===== config.mk =====
export PLATFORM = sky130hd
export DESIGN_NAME = pfce_cell
export DESIGN_NICKNAME = d
export VERILOG_FILES = /design/src/sv/pfce_pkg.sv /design/src/sv/pfce_cell.sv
export SDC_FILE = /design/constraint.sdc
export NUM_CORES = 1
export LEC_CHECK = 0
export BUFFER_PORTS_ARGS = -buffer_cell sky130_fd_sc_hd__buf_2
export CORE_MARGIN = 5
export CORE_UTILIZATION = 30
export CTS_BUF_LIST = sky130_fd_sc_hd__clkbuf_4 sky130_fd_sc_hd__clkbuf_8
export DETAILED_ROUTE_END_ITERATION = 10
export GPL_TIMING_DRIVEN = 0
export RECOVER_POWER = 25
export REMOVE_ABC_BUFFERS = 1
export SLEW_MARGIN = 30
export SYNTH_ARGS = -nofsm -noshare
export SYNTH_HDL_FRONTEND = slang
export SYNTH_SLANG_ARGS = --single-unit

===== constraint.sdc =====
create_clock -name clk -period 11.8 [get_ports clk]
set_input_delay 0.59 -clock clk [delete_from_list [all_inputs] [get_ports clk]]
set_output_delay 0.59 -clock clk [all_outputs]
set_load 0.02 [all_outputs]

===== src/sv/pfce_pkg.sv =====
package pfce_pkg;

  // Fixed formats of the datapath
  localparam int SQ_IN_W  = 50;   // radicand, padded to an even width
  localparam int SQ_OUT_W = 25;   // root of a 49-bit radicand
  localparam int DV_N_W   = 33;   // dividend width
  localparam int DV_D_W   = 25;   // divisor width

  localparam logic [DV_D_W-1:0] CLAMP_Q16   = 25'd6554;
  localparam logic [DV_N_W-1:0] ONE_Q32     = 33'h1_0000_0000;
  localparam logic [DV_N_W-1:0] ONE_Q24     = 33'h0_0100_0000;

  localparam logic OP_LOAD = 1'b0;
  localparam logic OP_EVAL = 1'b1;

  typedef enum logic [2:0] {
    CFG_GOAL_X     = 3'd0,
    CFG_GOAL_Y     = 3'd1,
    CFG_RADIUS     = 3'd2,
    CFG_ATT_GAIN   = 3'd3,
    CFG_REP_GAIN   = 3'd4,
    CFG_OBST_COUNT = 3'd5
  } pfce_cfg_idx_t;

  typedef enum logic [3:0] {
    S_IDLE,
    S_SCAN,
    S_SQG,
    S_SQB,
    S_DIVD,
    S_DIVR,
    S_MUL,
    S_REP,
    S_SUM
  } pfce_state_t;

  // Token handed from cell to cell during the nearest-obstacle scan
  typedef struct packed {
    logic        valid;
    logic        found;
    logic [32:0] best;
    logic [5:0]  cx;
    logic [5:0]  cy;
  } pfce_link_t;

  // Obstacle load broadcast to all cells
  typedef struct packed {
    logic        en;
    logic [2:0]  slot;
    logic [15:0] x;
    logic [15:0] y;
  } pfce_load_t;

  // Squared distance from a cell (integer coords) to a Q8.8 point, Q16.16
  function automatic logic [32:0] sq_dist(input logic [5:0] cx, input logic [5:0] cy,
                                           input logic [15:0] px, input logic [15:0] py);
    logic [15:0] ax, ay, dx, dy;
    logic [31:0] sx, sy;
    ax = {2'b00, cx, 8'h00};
    ay = {2'b00, cy, 8'h00};
    dx = (ax >= px) ? ax - px : px - ax;
    dy = (ay >= py) ? ay - py : py - ay;
    sx = 32'(dx) * 32'(dx);
    sy = 32'(dy) * 32'(dy);
    return 33'(sx) + 33'(sy);
  endfunction

endpackage


===== src/sv/pfce_cell.sv =====
module pfce_cell #(
  parameter int IDX = 0
) (
  input  logic                clk,
  input  logic                rst_n,
  input  pfce_pkg::pfce_load_t load,
  input  logic [3:0]          count,
  input  pfce_pkg::pfce_link_t link_in,
  output pfce_pkg::pfce_link_t link_out
);
  import pfce_pkg::*;

  localparam logic [6:0] IdxW = 7'(IDX);

  logic [15:0] x_r, y_r;
  logic        in_use;
  logic [32:0] sq_d;
  pfce_link_t  link_r, link_nxt;

  // Store this cell's obstacle on a matching load
  always_ff @(posedge clk) begin
    if (load.en && ({4'b0000, load.slot} == IdxW)) begin
      x_r <= load.x;
      y_r <= load.y;
    end
  end

  // Keep the smaller squared distance, the later entry on a tie
  always_comb begin
    in_use   = ({3'b000, count} > IdxW);
    sq_d     = sq_dist(link_in.cx, link_in.cy, x_r, y_r);
    link_nxt = link_in;
    if (in_use && (!link_in.found || sq_d <= link_in.best)) begin
      link_nxt.best  = sq_d;
      link_nxt.found = 1'b1;
    end
  end

  // Advance the token to the next cell
  always_ff @(posedge clk) begin
    if (!rst_n) begin
      link_r.valid <= 1'b0;
    end else begin
      link_r.valid <= link_nxt.valid;
    end
    link_r.found <= link_nxt.found;
    link_r.best  <= link_nxt.best;
    link_r.cx    <= link_nxt.cx;
    link_r.cy    <= link_nxt.cy;
  end

  assign link_out = link_r;

endmodule


==> run metrics <==
Crit. End Element flip-flop; Hold Crit Class in2reg; # Max-Cap Violations 0; P&R area growth vs syn 20.0%; Layout Cell Area excl Fill 0.0235 sq mm; Final Hold Fails 0; Initial DRC Count 660; ranking of synthesized cells by area fa_1 40%, ha_1 16%, inv_1 11%, edfxtp_1 4.9%, dfxtp_1 4.8%; # nets final 3089; port buffer count 135; root buf cell clkbuf_8; post-placement setup slack -2470 ps; vias in the first global route 15400; ANT cells 0; GRT overflow 0; clock tree buffer depth 2; placed inst area 0.0214 sq mm; Distinct cells, synth 69; top cell type's share of synthesized area 40.0%; TNS Setup 0 ps; cell type with the highest aggregate area in the netlist fa_1; final std cells w/o fill 3220; Cell Area, Synth 0.0196 sq mm; Worst Path Required 12130 ps; syn avg cell area 9.23 sq um; Sink Count 79; Post-synth EDFFs 32; Synth Flop Type dfxtp_1; CORE AREA 0.0646 sq mm; mux cell area share after synthesis 1.51%; main combinational cell family by area after synthesis adder cells; Post-synth ARST share 0%; drt total wl 51.6 mm; post-DP HPWL 42.1 mm; first-pass GRT wire length 81.1 mm; CP max stage delay 570 ps; Die Y 266 um; Cells after Synth 2125; Hold Path Cell Cnt 1; placed insts 3084; # IOs 136; Crit-path slowest cell fa_1; vias 14800; DRC 0; H-tree depth 3; Worst Path Max Fanout 9; crit path launch type flip-flop; Die X 266 um; final critical path time including I/O delays and setup 11570 ps; complex-gate fraction of the synthesized area 6.64%; Synth Area in Adders 55.9%; Seq/Total Area, Yosys 9.70%; R2R depth 39; fmax 86.4 MHz; TritonCTS Buffers 9; standard-cell rows 93; largest net degree at the start of global routing 17; most frequent cell after synthesis inv_1; synthesis-stage register bit count 79; final setup vio count 0; RSZ-0062 raised after global routing yes; effective utilization at floorplan 30.4%; clk slew on worst S/H paths 120 ps; CP Class reg2reg; routed length per instance 16.0 um; DRT antenna net count 0; Yosys warnings 0; Via density 4.59; share of cells above drive strength 1 19.3%; clock skew 28.0 ps; critical path's most frequent cell fa_1; die footprint 0.0706 sq mm; gpl congestion 0.877; Worst EP arrival 11900 ps; cts hold-fix bufs 0; outcome finished clean; simple-gate share of the synthesized area 10.8%; Synth Area in XOR/XNOR 3.04%; fin worst setup slack 226 ps; fin. max-slew vios 0; Slew headroom 33.2%; initial antenna violation count 1; Clk Latency, worst-skew pair 460 ps; gr usage total 14.6%; Final Cycle Share 98.1%; TritonCTS clock tree yes; actual slew at the worst max-slew pin 986 ps; commonest cells in the netlist 580 x inv_1, 392 x fa_1, 248 x ha_1; TritonRoute pass-1 iters 5
## critical path, delay by kind of cell, from the launching register on
family                   cells  cell delay, ps
AO/OA/AOI/OAI                6            1330
XOR/XNOR                     2             360
adder cells (fa/ha/maj)     10            4710
buffers and inverters        9            1030
flip-flops                   1             460
multiplexers                 2             540
AND/OR/NAND/NOR             10            2990
## cell usage in the layout (no fill, tap or decap), types with 9 or more instances in the layout
master	instances
clkbuf_8	9
and2_1	11
xor2_1	17
a21o_1	28
clkbuf_1	11
o21ai_0	25
ha_1	235
clkinvlp_4	10
o21ai_1	14
edfxtp_1	32
nand4_1	15
o21a_1	9
inv_2	9
nor2_1	187
mux2_2	16
xnor2_1	23
buf_12	10
nand3_1	12
nand2_1	153
xnor2_4	10
dfxtp_1	47
buf_2	132
inv_1	564
buf_4	107
a21oi_1	44
or2_2	12
ha_4	10
nor3_1	13
nand2b_1	16
fa_1	384
## flip-flops by register name, indices dropped and copies added, names as in the netlist
| signal | flops |
|---|---|
| link_out | 47 |
| x_r | 16 |
| y_r | 16 |
## timing repair
item                       CTS  global route
pin swaps                   24            60
gates cloned                 0             2
setup buffers               55            63
resized for setup           69           123
setup endpoints to repair   33            33
## logic make-up after synthesis
| kind of cell | after synthesis |
|---|---|
| xor gates and xnor gates | 65 |
| muxes | 27 |
| buffers and inverters | 638 |
| adders and majority gates | 640 |
| AOI/OAI and AO/OA | 199 |
| and+or+nand+nor | 477 |
| DFF | 79 |
## layout make-up
type | count | area [sq um]
fill | 6612 | 41100
inverter | 591 | 2280
clock inverter | 7 | 111
multi-input combinational | 1408 | 16200
tap | 855 | 1070
clock buffer | 9 | 124
timing repair buffer | 271 | 1860
sequential | 79 | 1900
## final timing paths
| check | startpoint | end | slack [ps] |
|---|---|---|---|
| hold reg to reg | x_r[0]$_DFFE_PP_ | link_out[12]$_DFF_P_ | 1010 |
| hold / removal | link_in[8] | link_out[8]$_DFF_P_ | 280 |
| setup reg to reg | x_r[0]$_DFFE_PP_ | link_out[42]$_DFF_P_ | 230 |
| setup / recovery | x_r[0]$_DFFE_PP_ | link_out[42]$_DFF_P_ | 230 |
## metrics by stage
| stage | hold slack (ps) | util (%) |
|---|---|---|
| global placement | 734 | 32.7 |
| detailed placement | 736 | 33.1 |
| finish | 276 | 36.4 |
| global route | 261 | 36.4 |
| CTS | 227 | 34.8 |
| floorplan | 618 | - |
## metal layers
layer	GRT usage (%)	share of wire, %	vias up
met5	0	0	-
met4	3.55	2.0	0
met3	3.00	6.3	54
met2	25.0	50	357
met1	19.1	41	7461
li1	-	-	6910
Power is not shown: default switching activity piles up to over one toggle a cycle in this logic, so the estimate is an artifact.
