File: src/sv/pfce_pkg.sv
package pfce_pkg;

  // Fixed formats of the datapath
  localparam int SQ_IN_W  = 50;   // radicand, padded to an even width
  localparam int SQ_OUT_W = 25;   // root of a 49-bit radicand
  localparam int DV_N_W   = 33;   // dividend width
  localparam int DV_D_W   = 25;   // divisor width

  localparam logic [DV_D_W-1:0] CLAMP_Q16   = 25'd6554;
  localparam logic [DV_N_W-1:0] ONE_Q32     = 33'h1_0000_0000;
  localparam logic [DV_N_W-1:0] ONE_Q24     = 33'h0_0100_0000;

  localparam logic OP_LOAD = 1'b0;
  localparam logic OP_EVAL = 1'b1;

  typedef enum logic [2:0] {
    CFG_GOAL_X     = 3'd0,
    CFG_GOAL_Y     = 3'd1,
    CFG_RADIUS     = 3'd2,
    CFG_ATT_GAIN   = 3'd3,
    CFG_REP_GAIN   = 3'd4,
    CFG_OBST_COUNT = 3'd5
  } pfce_cfg_idx_t;

  typedef enum logic [3:0] {
    S_IDLE,
    S_SCAN,
    S_SQG,
    S_SQB,
    S_DIVD,
    S_DIVR,
    S_MUL,
    S_REP,
    S_SUM
  } pfce_state_t;

  // Token handed from cell to cell during the nearest-obstacle scan
  typedef struct packed {
    logic        valid;
    logic        found;
    logic [32:0] best;
    logic [5:0]  cx;
    logic [5:0]  cy;
  } pfce_link_t;

  // Obstacle load broadcast to all cells
  typedef struct packed {
    logic        en;
    logic [2:0]  slot;
    logic [15:0] x;
    logic [15:0] y;
  } pfce_load_t;

  // Squared distance from a cell (integer coords) to a Q8.8 point, Q16.16
  function automatic logic [32:0] sq_dist(input logic [5:0] cx, input logic [5:0] cy,
                                           input logic [15:0] px, input logic [15:0] py);
    logic [15:0] ax, ay, dx, dy;
    logic [31:0] sx, sy;
    ax = {2'b00, cx, 8'h00};
    ay = {2'b00, cy, 8'h00};
    dx = (ax >= px) ? ax - px : px - ax;
    dy = (ay >= py) ? ay - py : py - ay;
    sx = 32'(dx) * 32'(dx);
    sy = 32'(dy) * 32'(dy);
    return 33'(sx) + 33'(sy);
  endfunction

endpackage

File: src/sv/pfce_sqrt.sv
module pfce_sqrt (
  input  logic                           clk,
  input  logic                           rst_n,
  input  logic                           start,
  input  logic [pfce_pkg::SQ_IN_W-1:0]   radicand,
  output logic                           busy,
  output logic                           done,
  output logic [pfce_pkg::SQ_OUT_W-1:0]  root
);
  import pfce_pkg::*;

  localparam int RemW = SQ_OUT_W + 2;
  localparam int CntW = $clog2(SQ_OUT_W);

  logic [SQ_IN_W-1:0]  rad_r;
  logic [RemW-1:0]     rem_r;
  logic [SQ_OUT_W-1:0] root_r;
  logic [CntW-1:0]     cnt_r;
  logic                busy_r, done_r;
  logic [RemW+1:0]     rem_t, trial;

  // One root bit per cycle
  always_comb begin
    rem_t = {rem_r, rad_r[SQ_IN_W-1 -: 2]};
    trial = (RemW + 2)'({root_r, 2'b01});
  end

  always_ff @(posedge clk) begin
    if (!rst_n) begin
      busy_r <= 1'b0;
      done_r <= 1'b0;
    end else begin
      done_r <= 1'b0;
      if (start) begin
        busy_r <= 1'b1;
      end else if (busy_r && (cnt_r == CntW'(SQ_OUT_W - 1))) begin
        busy_r <= 1'b0;
        done_r <= 1'b1;
      end
    end
    if (start) begin
      rad_r  <= radicand;
      rem_r  <= '0;
      root_r <= '0;
      cnt_r  <= '0;
    end else if (busy_r) begin
      rad_r <= {rad_r[SQ_IN_W-3:0], 2'b00};
      cnt_r <= cnt_r + 1'b1;
      if (rem_t >= trial) begin
        rem_r  <= RemW'(rem_t - trial);
        root_r <= {root_r[SQ_OUT_W-2:0], 1'b1};
      end else begin
        rem_r  <= RemW'(rem_t);
        root_r <= {root_r[SQ_OUT_W-2:0], 1'b0};
      end
    end
  end

  assign busy = busy_r;
  assign done = done_r;
  assign root = root_r;

endmodule

File: config.mk
export PLATFORM = sky130hd
export DESIGN_NAME = pfce_sqrt
export DESIGN_NICKNAME = d
export VERILOG_FILES = /design/src/sv/pfce_pkg.sv /design/src/sv/pfce_sqrt.sv
export SDC_FILE = /design/constraint.sdc
export NUM_CORES = 1
export LEC_CHECK = 0
export CAP_MARGIN = 20
export CELL_PAD_IN_SITES_DETAIL_PLACEMENT = 0
export CELL_PAD_IN_SITES_GLOBAL_PLACEMENT = 1
export CORE_MARGIN = 5
export CORE_UTILIZATION = 50
export DETAILED_ROUTE_END_ITERATION = 8
export DONT_BUFFER_PORTS = 1
export PLACE_DENSITY = 0.86
export REMOVE_ABC_BUFFERS = 1
export SLEW_MARGIN = 20
export SYNTH_ARGS = -nofsm -noshare
export SYNTH_HDL_FRONTEND = slang
export SYNTH_SLANG_ARGS = --single-unit
export TNS_END_PERCENT = 1
File: constraint.sdc
create_clock -name clk -period 2.95 [get_ports clk]
set_input_delay 0.59 -clock clk [delete_from_list [all_inputs] [get_ports clk]]
set_output_delay 0.59 -clock clk [all_outputs]
set_load 0.02 [all_outputs]
==> flow_summary_export.csv, run 1 <==
group,metric,value,unit
power_and_ir_drop,vdd_drop_max,0.000549,V
placed_design,hpwlAfterDp,8.74,mm
floorplanning,ios,80,
worst_hold_path,hp-start,"start",
cells_and_area,multiInputGateArea,2930,um^2
cells_and_area,area_delta_synth_final,10.8,%
drt,wl,12.2,mm
yosys,netlist_area,5860,um^2
clock_tree,clkTransAtPathRegs,80,ps
drt,drtPass1Iterations,5,
cells_and_area,register_area,2680,um^2
floorplanning,dieArea,14000,um^2
floorplanning,start_util,0.511,
setup_path,worst-path-stages,11,
timing,rsz0062_at_grt,"no",
timing,clock_skew,7.30,ps
power_and_ir_drop,cellLeakagePower,2.54,nW
floorplanning,rows,39,
cells_and_area,instances_no_fill,733,
outcome,status,"complete, no violations",
setup_path,crit_top_cell,"a21oi_2",
yosys,yosysMostFrequentCell,"dfxtp_1",
yosys,yosys-top-cells-area,"edfxtp_1 (26%), dfxtp_1 (20%), mux2_2 (9.2%)",
yosys,synth_edf_count,50,
yosys,ys_seq_area_frac,0.458,
yosys,ys_types,54,
cells_and_area,layout-drive-gt1-share,0.186,
clock_tree,cts_inserted_buffers,9,
yosys,ys_ff_latch,109,
timing,clock.fmax,0.367,GHz
clock_tree,cts_tree,"yes",
setup_path,critPathSlowestCell,"a221o_2",
placed_design,gp_congestion,0.920,
yosys,synthCells,571,
timing,min_period_over_period,0.923,
setup_path,path_cells,"inv_1 > ha_1 > a21oi_2 > o211ai_1 > o311ai_1 > a21oi_2 > a221o_2 > o21a_1 > buf_12 > mux2i_1 > a211oi_1",
clock_tree,cts_buffer_depth,2,
timing,hold_viol,0,
yosys,synth.largest_area_cell,"edfxtp_1",
setup_path,cp_max_fo,16,
clock_tree,post_cts_buffers,0,
setup_path,arrival,2990,ps
global_routing,grt_start_max_net_pins,93,
placed_design,dp_cells,716,
setup_path,critPathTopFamily,"compound AO/OA/AOI/OAI gates",
timing,post-route-min-period,2720,ps
yosys,syn_area_per_cell,10.3,um^2
timing,worst_pin_slew,576,ps
setup_path,end_kind,"flip-flop",
setup_path,path_buf_inv,2,
drt,routedWlPerCell,16.7,um
timing,final-setup-viol-count,0,
worst_hold_path,hold_path_end,"root[24]$_SDFFE_PP0P_",
setup_path,critPathLaunch,"root[16]$_SDFFE_PP0P_",
yosys,synth_top_area_share,0.256,
yosys,synth_common_cells,"dfxtp_1 (59), nor2_1 (54), edfxtp_1 (50)",
clock_tree,hold_buffers,0,
setup_path,timing.rr.start,"root[16]$_SDFFE_PP0P_",
floorplanning,die_y,118,um
clock_tree,cts_resized,0,
global_routing,grt_pass1_vias,4087,
setup_path,max_stage_delay,400,ps
global_routing,grt_overflow,0,
drt,vias,4227,
placed_design,port-buffer-count,0,
drt,via_per_inst,5.77,
global_routing,grt_usage,0.178,
clock_tree,cts_num_sinks,109,
setup_path,r2r_setup_slack,230,ps
drt,drcViolationCount,0,
setup_path,reg2reg_depth,11,
timing,finalMaxSlewViolations,0,
drt,final_antenna_net_count,0,
global_routing,grt_first_pass_wirelength,20.6,mm
yosys,yosysWarnings,0,
global_routing,antenna_found_initial,0,
yosys,synth_ff_type,"dfxtp_1",
drt,drt_first_iter_violations,245,
cells_and_area,fill_cells,970,
floorplanning,coreArea,11500,um^2
worst_hold_path,hold_depth,1,
worst_hold_path,hp-class,"in2reg",
setup_path,worst_r2r_endpoint,"rem_r[9]$_SDFFE_PP0P_",
cells_and_area,fin_nets,667,
cells_and_area,antenna_cells,0,
clock_tree,cts-root-buf,"clkbuf_16",
flow_run,maxCapViolations,0,
timing,max_slew_margin,0.616,
clock_tree,clk_latency,360,ps
setup_path,required,3220,ps
floorplanning,fp.dieW,118,um
setup_path,startpoint_type,"flip-flop",
power_and_ir_drop,power,5.75,mW
setup_path,path_class,"reg2reg",
yosys,async_flop_share,0,
power_and_ir_drop,p_per_area,885,nW/um^2
clock_tree,htreeDepth,3,
## area by class of cell
cell class	instances	share of cell area
Multi-Input combinational cell	395	0.450
Clock inverter	7	0.0100
Timing Repair Buffer	31	0.0416
Tap cell	143	0.0275
Inverter	39	0.0225
Clock buffer	9	0.0347
Sequential cell	109	0.413
## worst max path at each step
stage | slack, ps | to
6_report | 230 | rem_r[9]$_SDFFE_PP0P_
5_1_grt | 3 | rem_r[9]$_SDFFE_PP0P_
4_1_cts | 190 | rem_r[24]$_SDFFE_PP0P_
3_5_place_dp | 180 | rem_r[24]$_SDFFE_PP0P_
3_3_place_gp | 280 | rem_r[24]$_SDFFE_PP0P_
2_1_floorplan | -880 | rad_r[0]$_SDFFCE_PN0P_
## cell families after synthesis
family,after synthesis,synth area share
simple gates,143,0.110
compound gates,114,0.133
flops,109,0.458
mux,82,0.150
buf+inv,67,0.0461
fa+ha+maj,29,0.0619
xor+xnor,27,0.0404
## flip-flops by register name, summed over array words and instances, names as in the netlist
register,count
rad_r,50
rem_r,27
cnt_r,5
root,25
done,1
busy,1
## stage by stage
stage	hold slack [ps]	util	area, um^2	TNS [ps]	setup WS, ps
floorplan	427	-	5740	-44910	-881
global placement	439	0.538	6170	0	276
detailed placement	450	0.538	6170	0	179
CTS	294	0.563	6460	0	190
global route	290	0.566	6490	0	2.96
finish	359	0.566	6490	0	227
## power breakdown
| part | switching (mW) | internal, mW | total (mW) |
|---|---|---|---|
| registers | 0.0974 | 1.76 | 1.86 |
| logic | 1.50 | 1.20 | 2.70 |
| clock network | 0.588 | 0.596 | 1.18 |
| total | 2.19 | 3.56 | 5.75 |
## layer usage
metal / wire (um) / vias up / track usage
met3: 798 / 21 / 0.0525
met4: 256 / 0 / 0.0688
met5: 0 / - / 0
met1: 5480 / 1999 / 0.238
met2: 5680 / 111 / 0.274
li1: - / 2096 / -
## placed cells by master, fill, tap and decap left out, types with 4 or more instances in the layout
cell type	synthesis	routed
edfxtp_1	50	50
inv_1	39	38
a32oi_1	7	7
o211ai_1	5	5
a211oi_1	6	5
ha_1	29	29
nor3_1	9	9
o21ai_1	7	7
xor2_1	9	9
clkbuf_16	0	9
a21o_1	7	7
nand3_1	17	17
a21oi_2	4	5
nor2_1	54	54
a21oi_1	21	20
buf_4	0	28
and2_1	6	6
o21ai_0	21	21
nand2_1	34	34
xnor2_1	18	18
dfxtp_1	59	58
mux2_2	48	48
nand2b_1	7	7
nand4_1	8	8
mux2i_1	34	34
a31oi_1	4	4
(Power assumes the default switching activity.)
==> run 2: changes to the inputs <==
CELL_PAD_IN_SITES_DETAIL_PLACEMENT = 1   (was 0)
CELL_PAD_IN_SITES_GLOBAL_PLACEMENT = 2   (was 1)
CORE_UTILIZATION = 41   (was 50)
PLACE_DENSITY = 0.84   (was 0.86)
==> flow_summary_export.csv, run 2 (synthesized netlist as in run 1, its figures left out) <==
group,metric,value,unit
timing,worst_pin_slew,660,ps
drt,vias,4271,
floorplanning,dieArea,16800,um^2
clock_tree,cts_num_sinks,109,
power_and_ir_drop,seqPwrFrac,0.316,
worst_hold_path,hp-class,"in2reg",
outcome,status,"complete, no violations",
clock_tree,hold_buffers,0,
floorplanning,die_y,130,um
global_routing,antenna_found_initial,0,
placed_design,hpwlAfterDp,10.3,mm
timing,post-route-min-period,2740,ps
clock_tree,cts_buffer_depth,2,
drt,final_antenna_net_count,0,
timing,clock.fmax,0.365,GHz
floorplanning,fp.dieW,130,um
cells_and_area,final_cell_mix,"dfxtp_1 (58), nor2_1 (54), edfxtp_1 (50), mux2_2 (48), inv_1 (38)",
global_routing,top_usage_layer,"met2",
power_and_ir_drop,clkPwrFrac,0.221,
drt,via_per_inst,5.52,
cells_and_area,final_common_cell,"dfxtp_1",
cells_and_area,regMostFlops,"rad_r",
placed_design,gp_congestion,0.838,
drt,drtPass1Iterations,4,
global_routing,grt_pass1_vias,4691,
global_routing,grt_first_pass_wirelength,24.1,mm
drt,drt_first_iter_violations,159,
clock_tree,htreeDepth,3,
clock_tree,clk_latency,360,ps
power_and_ir_drop,vdd_drop_max,0.000618,V
global_routing,met2_usage,0.298,
setup_path,required,3170,ps
global_routing,grt_use_met1,0.228,
power_and_ir_drop,intPower,3.64,mW
clock_tree,cts-root-buf,"clkbuf_16",
power_and_ir_drop,switching_share,0.385,
power_and_ir_drop,netSwitchingPower,2.28,mW
drt,drcViolationCount,0,
timing,finalMaxSlewViolations,0,
cells_and_area,largest_register_ffs,50,
clock_tree,cts_inserted_buffers,9,
cells_and_area,fin_nets,671,
global_routing,grt_overflow,0,
timing,hold_viol,0,
timing,final-setup-viol-count,0,
clock_tree,clkTransAtPathRegs,80,ps
floorplanning,ios,80,
clock_tree,post_cts_buffers,0,
setup_path,startpoint_type,"flip-flop",
cells_and_area,area_delta_synth_final,12.1,%
global_routing,grt_start_max_net_pins,93,
cells_and_area,antenna_cells,0,
global_routing,grt_use_met3,0.0569,
cells_and_area,layout-drive-gt1-share,0.189,
power_and_ir_drop,combPwrFrac,0.463,
clock_tree,cts_resized,0,
timing,rsz0062_at_grt,"yes",
flow_run,maxCapViolations,0,
timing,clock_skew,14.2,ps
timing,max_slew_margin,0.560,
setup_path,arrival,2960,ps
clock_tree,cts_tree,"yes",
global_routing,grt_usage,0.181,
floorplanning,start_util,0.421,
power_and_ir_drop,cellLeakagePower,2.56,nW
setup_path,cp_max_fo,8,
timing,min_period_over_period,0.929,
placed_design,port-buffer-count,0,
floorplanning,rows,43,
drt,wl,14.2,mm
timing,fin_ws,210,ps
setup_path,path_class,"reg2reg",
drt,routedWlPerCell,18.4,um
placed_design,place_worst_setup_slack,146,ps
power_and_ir_drop,p_per_area,902,nW/um^2
floorplanning,coreArea,13900,um^2
cells_and_area,utilization,0.471,
setup_path,end_kind,"flip-flop",
[run 2: changes by cell type in the layout (fill, tap and decap cells not counted), sizes merged]
| cell | change |
|---|---|
| buf | +4 |
| clkinvlp | +1 |
| bufinv | +1 |
| clkinv | -2 |
[run 2: worst max-delay path: stages (launching register included)]
cell	delay, ps
dfxtp_1	340
inv_1	50
ha_1	420
nand4_1	180
a221oi_2	350
o21ai_1	180
a21oi_2	180
a221o_2	220
o21a_1	150
buf_4	200
mux2i_1	240
a211oi_1	90
[run 2: cell type report]
class / count / area (um^2)
fillers: 1552 / 7370
flip-flops and latches: 109 / 2680
clock inverters: 7 / 96.3
inverters: 39 / 146
well taps: 180 / 225
repair buffers: 35 / 275
multi-input cells: 395 / 2920
clock buffers: 9 / 225
[run 2: power groups by stage]
stage | Sequential, mW | Clock [mW] | Combinational [mW]
floorplan | 1.89 | 0 | 1.95
global placement | 1.89 | 0 | 2.67
detailed placement | 1.90 | 0 | 2.71
CTS | 1.87 | 1.35 | 2.73
global route | 1.89 | 1.41 | 3.05
finish | 1.87 | 1.31 | 2.74
[run 2: final timing paths]
check                                             from                     end  slack [ps]  cells after the start
worst max-delay path              root[6]$_SDFFE_PP0P_   rem_r[9]$_SDFFE_PP0P_         210                     11
worst min-delay path                             start   root[10]$_SDFFE_PP0P_         330                      1
worst max register to register    root[6]$_SDFFE_PP0P_   rem_r[9]$_SDFFE_PP0P_         210                     11
worst min register to register  rem_r[13]$_SDFFE_PP0P_  rem_r[13]$_SDFFE_PP0P_         490                      2
[run 2: per-stage QoR]
| step | std cells | setup TNS [ps] | area (um^2) | total power [mW] | hold slack (ps) |
|---|---|---|---|---|---|
| floorplan | 543 | -44910 | 5740 | 3.83 | 427 |
| global placement | 758 | 0 | 6240 | 4.56 | 448 |
| detailed placement | 758 | 0 | 6240 | 4.61 | 477 |
| CTS | 774 | 0 | 6560 | 5.96 | 284 |
| global route | 774 | -44.2 | 6570 | 6.35 | 294 |
| finish | 774 | 0 | 6570 | 5.92 | 326 |
[run 2: metal layers]
| metal | share of wire | wire length, um |
|---|---|---|
| met1 | 0.45 | 6420 |
| met2 | 0.48 | 6840 |
| met3 | 0.056 | 795 |
| met4 | 0.013 | 185 |
| met5 | 0 | 0 |
