### config.mk
export PLATFORM = sky130hd
export DESIGN_NAME = pfce_div
export DESIGN_NICKNAME = d
export VERILOG_FILES = /design/src/sv/pfce_pkg.sv /design/src/sv/pfce_div.sv
export SDC_FILE = /design/constraint.sdc
export NUM_CORES = 1
export LEC_CHECK = 0
export ABC_CLOCK_PERIOD_IN_PS = 4500
export BUFFER_PORTS_ARGS = -buffer_cell sky130_fd_sc_hd__buf_4
export CAP_MARGIN = 20
export CELL_PAD_IN_SITES_DETAIL_PLACEMENT = 1
export CELL_PAD_IN_SITES_GLOBAL_PLACEMENT = 2
export CORE_ASPECT_RATIO = 0.9
export CORE_UTILIZATION = 39
export DETAILED_ROUTE_END_ITERATION = 12
export HOLD_SLACK_MARGIN = 0.08
export PLACE_DENSITY = 0.93
export SYNTH_ARGS = -nofsm -noshare
export SYNTH_HDL_FRONTEND = slang
export SYNTH_SLANG_ARGS = --single-unit
### constraint.sdc
create_clock -name clk -period 4.5 [get_ports clk]
set_input_delay 0.225 -clock clk [delete_from_list [all_inputs] [get_ports clk]]
set_output_delay 0.225 -clock clk [all_outputs]
set_load 0.05 [all_outputs]
### src/sv/pfce_pkg.sv
package pfce_pkg;

  // Fixed formats of the datapath
  localparam int SQ_IN_W  = 50;   // radicand, padded to an even width
  localparam int SQ_OUT_W = 25;   // root of a 49-bit radicand
  localparam int DV_N_W   = 33;   // dividend width
  localparam int DV_D_W   = 25;   // divisor width

  localparam logic [DV_D_W-1:0] CLAMP_Q16   = 25'd6554;
  localparam logic [DV_N_W-1:0] ONE_Q32     = 33'h1_0000_0000;
  localparam logic [DV_N_W-1:0] ONE_Q24     = 33'h0_0100_0000;

  localparam logic OP_LOAD = 1'b0;
  localparam logic OP_EVAL = 1'b1;

  typedef enum logic [2:0] {
    CFG_GOAL_X     = 3'd0,
    CFG_GOAL_Y     = 3'd1,
    CFG_RADIUS     = 3'd2,
    CFG_ATT_GAIN   = 3'd3,
    CFG_REP_GAIN   = 3'd4,
    CFG_OBST_COUNT = 3'd5
  } pfce_cfg_idx_t;

  typedef enum logic [3:0] {
    S_IDLE,
    S_SCAN,
    S_SQG,
    S_SQB,
    S_DIVD,
    S_DIVR,
    S_MUL,
    S_REP,
    S_SUM
  } pfce_state_t;

  // Token handed from cell to cell during the nearest-obstacle scan
  typedef struct packed {
    logic        valid;
    logic        found;
    logic [32:0] best;
    logic [5:0]  cx;
    logic [5:0]  cy;
  } pfce_link_t;

  // Obstacle load broadcast to all cells
  typedef struct packed {
    logic        en;
    logic [2:0]  slot;
    logic [15:0] x;
    logic [15:0] y;
  } pfce_load_t;

  // Squared distance from a cell (integer coords) to a Q8.8 point, Q16.16
  function automatic logic [32:0] sq_dist(input logic [5:0] cx, input logic [5:0] cy,
                                           input logic [15:0] px, input logic [15:0] py);
    logic [15:0] ax, ay, dx, dy;
    logic [31:0] sx, sy;
    ax = {2'b00, cx, 8'h00};
    ay = {2'b00, cy, 8'h00};
    dx = (ax >= px) ? ax - px : px - ax;
    dy = (ay >= py) ? ay - py : py - ay;
    sx = 32'(dx) * 32'(dx);
    sy = 32'(dy) * 32'(dy);
    return 33'(sx) + 33'(sy);
  endfunction

endpackage

### src/sv/pfce_div.sv
module pfce_div (
  input  logic                         clk,
  input  logic                         rst_n,
  input  logic                         start,
  input  logic [pfce_pkg::DV_N_W-1:0]  dividend,
  input  logic [pfce_pkg::DV_D_W-1:0]  divisor,
  output logic                         done,
  output logic [pfce_pkg::DV_N_W-1:0]  quot
);
  import pfce_pkg::*;

  localparam int CntW = $clog2(DV_N_W);

  logic [DV_N_W-1:0] q_r;
  logic [DV_D_W-1:0] dvs_r, rem_r;
  logic [CntW-1:0]   cnt_r;
  logic              busy_r, done_r;
  logic [DV_D_W:0]   rem_t;

  // Restoring division, one quotient bit per cycle
  assign rem_t = {rem_r, q_r[DV_N_W-1]};

  always_ff @(posedge clk) begin
    if (!rst_n) begin
      busy_r <= 1'b0;
      done_r <= 1'b0;
    end else begin
      done_r <= 1'b0;
      if (start) begin
        busy_r <= 1'b1;
      end else if (busy_r && (cnt_r == CntW'(DV_N_W - 1))) begin
        busy_r <= 1'b0;
        done_r <= 1'b1;
      end
    end
    if (start) begin
      q_r   <= dividend;
      dvs_r <= divisor;
      rem_r <= '0;
      cnt_r <= '0;
    end else if (busy_r) begin
      cnt_r <= cnt_r + 1'b1;
      if (rem_t >= {1'b0, dvs_r}) begin
        rem_r <= DV_D_W'(rem_t - {1'b0, dvs_r});
        q_r   <= {q_r[DV_N_W-2:0], 1'b1};
      end else begin
        rem_r <= DV_D_W'(rem_t);
        q_r   <= {q_r[DV_N_W-2:0], 1'b0};
      end
    end
  end

  assign done = done_r;
  assign quot = q_r;

endmodule

==> flow_metrics.env, run 1 <==
export IMPL_status="finished clean"
export IMPL_pwr_share_comb_pct=25.9
export IMPL_drive_gt1_share_pct=26.7
export IMPL_antenna_found_initial=0
export IMPL_maxCapViolCount=0
export IMPL_wl_mm=13.4
export IMPL_synth_top_flop_cell="edfxtp_1"
export IMPL_place_inst=725
export IMPL_reg2reg_depth=12
export IMPL_fin_crit_ps=3400
export IMPL_cts_tree="built"
export IMPL_synth_nets=577
export IMPL_layoutNonFillerInstCount=766
export IMPL_drt_pass1_iter_count=4
export IMPL_tightest_slew_ps=728
export IMPL_drv_slew=0
export IMPL_rrSetupSlack_ps=1100
export IMPL_fmax_mhz=294
export IMPL_wl_per_cell_um=17.5
export IMPL_die_area_um2=13800
export IMPL_ioPinCount=95
export IMPL_reg2reg_from="quot[32]"
export IMPL_grt_pass1_wl_mm=22.0
export IMPL_post_cts_resized=0
export IMPL_worstSetupEndpointType="register"
export IMPL_antenna_left=0
export IMPL_crit_fanout=24
export IMPL_startpoint_type="register"
export IMPL_crit_path_end="rem_r[4]"
export IMPL_grt_pass1_vias=4343
export IMPL_hold_path_class="in2reg"
export IMPL_cts_clk_slew_worst_paths_ps=70
export IMPL_sw_frac_of_total_pct=31.8
export IMPL_viasPerCell=5.32
export IMPL_numClockSinks=91
export IMPL_synthCells=488
export IMPL_fin_skew_ps=8.61
export IMPL_syn_area_um2=5220
export IMPL_leakagePower_nw=2.78
export IMPL_drc=0
export IMPL_cts_buffers=9
export IMPL_die_h_um=112
export IMPL_async_reset_ff_share_pct=0
export IMPL_fin_util_pct=50.7
export IMPL_crit_required_ps=4710
export IMPL_post_place_ws_ps=1090
export IMPL_cp_startpoint="quot[32]"
export IMPL_h_tree_depth=3
export IMPL_gp_congestion=0.800
export IMPL_initial_utilization_pct=40.5
export IMPL_finalCritPeriodShare_pct=75.6
export IMPL_r2r_end="rem_r[4]"
export IMPL_synth_seq_cells=91
export IMPL_dpl_hpwl_mm=9.48
export IMPL_share_clk_of_total_power_pct=32.6
export IMPL_synth_edf_count=58
export IMPL_finalSetupViolations=0
export IMPL_irDropWorstVdd_v=0.000261
export IMPL_seq_area_um2=2400
export IMPL_diodes=0
export IMPL_p_switching_w=0.000776
export IMPL_fill_cells=1431
export IMPL_slew_headroom_pct=51.3
export IMPL_synth_avg_cell_area_um2=10.7
export IMPL_vias=4072
export IMPL_rsz0062_at_grt="no"
export IMPL_grt_total_usage_pct=20.7
export IMPL_p_int_w=0.00166
export IMPL_multi_input_area_um2=2470
export IMPL_core_region_area_um2=12900
export IMPL_pwr_share_seq_pct=41.4
export IMPL_nets=686
export IMPL_power_w=0.00244
export IMPL_worst_slack_ps=1100
export IMPL_num_rows=39
export IMPL_hold_viol=0
export IMPL_clkLatencyLatePin_ps=360
export IMPL_cts_buffer_depth=2
export IMPL_ys_seq_area_share_pct=46.0
export IMPL_syn2layout_area_growth_pct=25.1
export IMPL_portBuffers=94
export IMPL_cts_root_buf="clkbuf_16"
export IMPL_grt_max_degree=45
export IMPL_yosysWarnings=0
export IMPL_arrival_ps=3620
export IMPL_cellPowerDensity_nw_per_um2=374
export IMPL_gr_total_overflow=0
export IMPL_fp_dieW_um=124
export IMPL_path_class="reg2reg"
export IMPL_fin_tns_setup_ps=0
export IMPL_synth_distinct_cells=61
export IMPL_drtIter0Drc=199
## what timing repair did
action | in CTS | in global routing
hold buffers | 25 | 0
setup buffers | 0 | 0
endpoints found under the hold margin | 25 | 0
endpoints found under the setup margin | 0 | 0
## routing by layer
metal  track usage (%)  up-vias  part of all wire, %
met5                 0        -                    0
met2              34.6       54                   49
met3              4.10       18                  2.4
met4              8.57        0                  2.5
li1                  -     1999                    -
met1              25.9     2001                   46
## stage by stage
stage                     hold slack [ps]  instance area, um2
after floorplan                       324                5220
after global placement                403                5970
after detailed placement              404                5970
after CTS                            95.4                6530
after global routing                  109                6530
final                                 102                6530
## critical path, cell delays in order (launching register included)
cell       delay (ps)
edfxtp_1          430
inv_1              80
ha_1              150
inv_1              50
fa_1              390
a21oi_1           200
o2111ai_1         260
o211ai_2          320
a31oi_2           180
a21oi_4           440
buf_4             420
mux2i_1           240
a211oi_1           90
## sequential cells by signal, indices dropped and copies added (netlist names)
| signal | count |
|---|---|
| cnt_r | 6 |
| rem_r | 25 |
| dvs_r | 25 |
| done | 1 |
| busy_r | 1 |
| quot | 33 |
## power by group through the flow
stage | combinational (W) | clock, W | sequential [W]
2_1_floorplan | 0.000344 | 0 | 0.00113
3_3_place_gp | 0.000597 | 0 | 0.00102
3_5_place_dp | 0.000613 | 0 | 0.00103
4_1_cts | 0.000635 | 0.000819 | 0.00101
5_1_grt | 0.000686 | 0.000847 | 0.00102
6_report | 0.000632 | 0.000795 | 0.00101
## layout make-up
| type | count | share of cell area [%] |
|---|---|---|
| Sequential cell | 91 | 36.8 |
| Tap cell | 164 | 3.14 |
| Clock buffer | 9 | 3.45 |
| Timing Repair Buffer | 123 | 15.1 |
| Clock inverter | 7 | 1.25 |
| Multi-Input combinational cell | 331 | 37.9 |
| Inverter | 41 | 2.36 |
## cells in the final DEF (no fill, tap or decap), types with 7 or more instances in the layout
| cell type | count |
|---|---|
| inv_1 | 41 |
| o21ai_1 | 9 |
| nor2_1 | 40 |
| nor3_1 | 10 |
| dfxtp_1 | 33 |
| buf_4 | 98 |
| nand3_1 | 8 |
| xnor2_1 | 11 |
| clkbuf_16 | 9 |
| o21ai_0 | 10 |
| a21oi_1 | 20 |
| mux2i_1 | 18 |
| nand4_1 | 7 |
| edfxtp_1 | 58 |
| xor2_1 | 8 |
| dlygate4sd3_1 | 25 |
| ha_1 | 27 |
| a211oi_1 | 13 |
| nand2_1 | 30 |
| mux2_2 | 32 |
## worst min path at each step
stage / end / slack [ps] / depth (start not counted) / startpoint
floorplan: dvs_r[0] / 320 / 0 / divisor[0]
global placement: dvs_r[12] / 400 / 1 / divisor[12]
detailed placement: dvs_r[11] / 400 / 1 / divisor[11]
CTS: done / 100 / 3 / rst_n
global route: done / 110 / 3 / rst_n
finish: done / 100 / 3 / rst_n
## cells by family after synthesis
logic type	synth area share (%)
buffers and inverters	6.59
flip-flops	46.0
AO/OA/AOI/OAI	14.5
AND/OR/NAND/NOR	12.2
XOR/XNOR	3.19
adder cells (fa/ha/maj)	6.86
multiplexers	10.6
## cell usage after synthesis (3+ instances only)
cell type | instances | share of area, %
a21o_1 | 5 | 0.72
a311oi_1 | 6 | 1.0
nand3b_1 | 3 | 0.43
clkbuf_1 | 12 | 0.86
dfxtp_1 | 33 | 13
and3_1 | 3 | 0.36
o21a_1 | 4 | 0.58
inv_1 | 41 | 2.9
nor2_1 | 40 | 2.9
nor2b_1 | 4 | 0.48
xor2_1 | 8 | 1.3
ha_1 | 27 | 6.5
nand4_1 | 7 | 0.84
nand3_1 | 8 | 0.77
buf_6 | 4 | 0.86
xnor2_1 | 11 | 1.8
a211oi_1 | 13 | 1.9
mux2i_1 | 18 | 3.5
mux2_2 | 32 | 6.9
or3_1 | 3 | 0.36
clkbuf_8 | 4 | 1.1
o21ai_0 | 10 | 0.96
a32oi_1 | 3 | 0.50
buf_2 | 3 | 0.29
a21oi_1 | 20 | 1.9
nor3_1 | 10 | 0.96
nand2_1 | 30 | 2.2
nand2b_1 | 6 | 0.72
a2111o_1 | 3 | 0.65
o31ai_1 | 6 | 0.86
o21ai_1 | 9 | 0.86
o22ai_1 | 3 | 0.36
nor4_1 | 6 | 0.72
edfxtp_1 | 58 | 33
(Power assumes the default switching activity.)
==> run 2: changes to the inputs <==
ABC_CLOCK_PERIOD_IN_PS = 2930   (was 4500)
CORE_UTILIZATION = 32   (was 39)
PLACE_DENSITY = 0.83   (was 0.93)
clock period = 2.93 ns   (was 4.5 ns; I/O delays follow)
==> flow_metrics.env, run 2 (same netlist as run 1, synthesis figures left out) <==
export IMPL_grt_total_usage_pct=17.4
export IMPL_portBuffers=94
export IMPL_finalCritPeriodShare_pct=95.2
export IMPL_timing_hold_ws_ps=88.2
export IMPL_fill_cells=1729
export IMPL_place_area_um2=6140
export IMPL_cellPowerDensity_nw_per_um2=543
export IMPL_rsz0062_at_grt="no"
export IMPL_leakagePower_nw=2.96
export IMPL_irDropWorstVdd_v=0.000380
export IMPL_crit_chain="ha_1 > inv_1 > fa_2 > a21oi_2 > o2111ai_2 > o211ai_2 > a31oi_2 > a21oi_4 > buf_12 > buf_12 > or3_1 > a311oi_1"
export IMPL_cts_root_buf="clkbuf_16"
export IMPL_fin_area_um2=6960
export IMPL_drc=0
export IMPL_layout_commonest_cell="buf_4"
export IMPL_antenna_left=0
export IMPL_largest_register_ffs=33
export IMPL_fp_dieW_um=137
export IMPL_grt_pass1_wl_mm=22.4
export IMPL_crit_fanout=19
export IMPL_die_h_um=123
export IMPL_grt_max_degree=40
export IMPL_drive_gt1_share_pct=29.7
export IMPL_vias=4182
export IMPL_nets=721
export IMPL_drtIter0Drc=180
export IMPL_die_area_um2=16800
export IMPL_viasPerCell=4.98
export IMPL_power_w=0.00378
export IMPL_cts_buffer_depth=2
export IMPL_hold_path_class="in2reg"
export IMPL_diodes=0
export IMPL_gr_total_overflow=0
export IMPL_wl_per_cell_um=16.8
export IMPL_wl_mm=14.1
export IMPL_h_tree_depth=3
export IMPL_path_common_cell="buf_12"
export IMPL_core_region_area_um2=15700
export IMPL_tightest_slew_ps=563
export IMPL_grt_pass1_vias=4448
export IMPL_ioPinCount=95
export IMPL_final_cell_mix="buf_4 (112), edfxtp_1 (58), inv_1 (41), dlygate4sd3_1 (41), nor2_1 (40)"
export IMPL_fin_skew_ps=9.87
export IMPL_crit_required_ps=3200
export IMPL_slew_headroom_pct=62.4
export IMPL_gp_congestion=0.819
export IMPL_clkLatencyLatePin_ps=360
export IMPL_dpl_hpwl_mm=10.1
export IMPL_hold_viol=0
export IMPL_max_stage_delay_ps=400
export IMPL_antenna_found_initial=0
export IMPL_drt_pass1_iter_count=4
export IMPL_num_rows=43
export IMPL_worstSetupEndpointType="register"
export IMPL_initial_utilization_pct=33.3
export IMPL_status="finished clean"
export IMPL_startpoint_type="register"
export IMPL_drv_slew=0
export IMPL_fmax_mhz=359
export IMPL_syn2layout_area_growth_pct=33.4
export IMPL_finalSetupViolations=0
export IMPL_cts_clk_slew_worst_paths_ps=80
export IMPL_cts_buffers=9
export IMPL_path_class="reg2reg"
export IMPL_arrival_ps=3060
export IMPL_maxCapViolCount=0
export IMPL_fin_crit_ps=2790
export IMPL_cts_tree="built"
export IMPL_numClockSinks=91
export IMPL_cp_slowest_cell="edfxtp_1"
export IMPL_fin_tns_setup_ps=0
==> run 2: changes by cell type in the layout (fill, tap and decap cells not counted), sizes merged <==
| cell | change |
|---|---|
| buf | +18 |
| dlygate4sd3 | +16 |
| clkinv | +2 |
| bufinv | -1 |
| clkbuf | +1 |
| inv | -1 |
==> run 2: cell type report <==
class                   count  area, um2  area share (%)
clock buffers               9        225            3.24
clock inverters             7       70.1            1.01
inverters                  41        154            2.21
multi-input cells         331       2510            36.1
flip-flops and latches     91       2400            34.5
well taps                 202        253            3.63
repair buffers            158       1340            19.3
==> run 2: metal layers <==
| layer | track usage, % | wire (um) |
|---|---|---|
| met1 | 21.5 | 6280 |
| met4 | 5.63 | 231 |
| met2 | 29.4 | 7130 |
| met5 | 0 | 0 |
| met3 | 4.84 | 487 |
==> run 2: repair_timing <==
item                       in CTS  in global routing
hold buffers                   39                  2
pin swaps                       1                  4
gates cloned                    0                  1
hold endpoints to repair       40                  2
gates resized for setup         0                 10
setup endpoints to repair       1                 22
buffers inserted                0                  4
==> run 2: worst paths after layout <==
path | startpoint | end | slack, ps | depth (start not counted)
min | dividend[29] | quot[29] | 90 | 2
max | dvs_r[0] | rem_r[20] | 140 | 12
max reg2reg | dvs_r[0] | rem_r[20] | 140 | 12
min reg2reg | rem_r[8] | rem_r[8] | 490 | 2
==> run 2: where the power goes <==
| part | switching, W | internal (W) | total [W] |
|---|---|---|---|
| registers | 0.0000636 | 0.00148 | 0.00155 |
| clock network | 0.000578 | 0.000600 | 0.00118 |
| logic | 0.000610 | 0.000444 | 0.00105 |
==> run 2: worst max-delay path: cells and delay by family (launching register included) <==
| kind | cells | cell delay [ps] |
|---|---|---|
| buffers and inverters | 3 | 380 |
| AND/OR/NAND/NOR | 1 | 370 |
| adder cells (fa/ha/maj) | 2 | 430 |
| flip-flops | 1 | 400 |
| AO/OA/AOI/OAI | 6 | 1100 |
==> run 2: per-stage QoR <==
step           std cells  setup WS, ps  util, %
2_1_floorplan        488          1.03        -
3_3_place_gp         777           172     39.2
3_5_place_dp         777          39.9     39.2
4_1_cts              832          5.63     43.6
5_1_grt              839         0.446     44.4
6_report             839           142     44.4
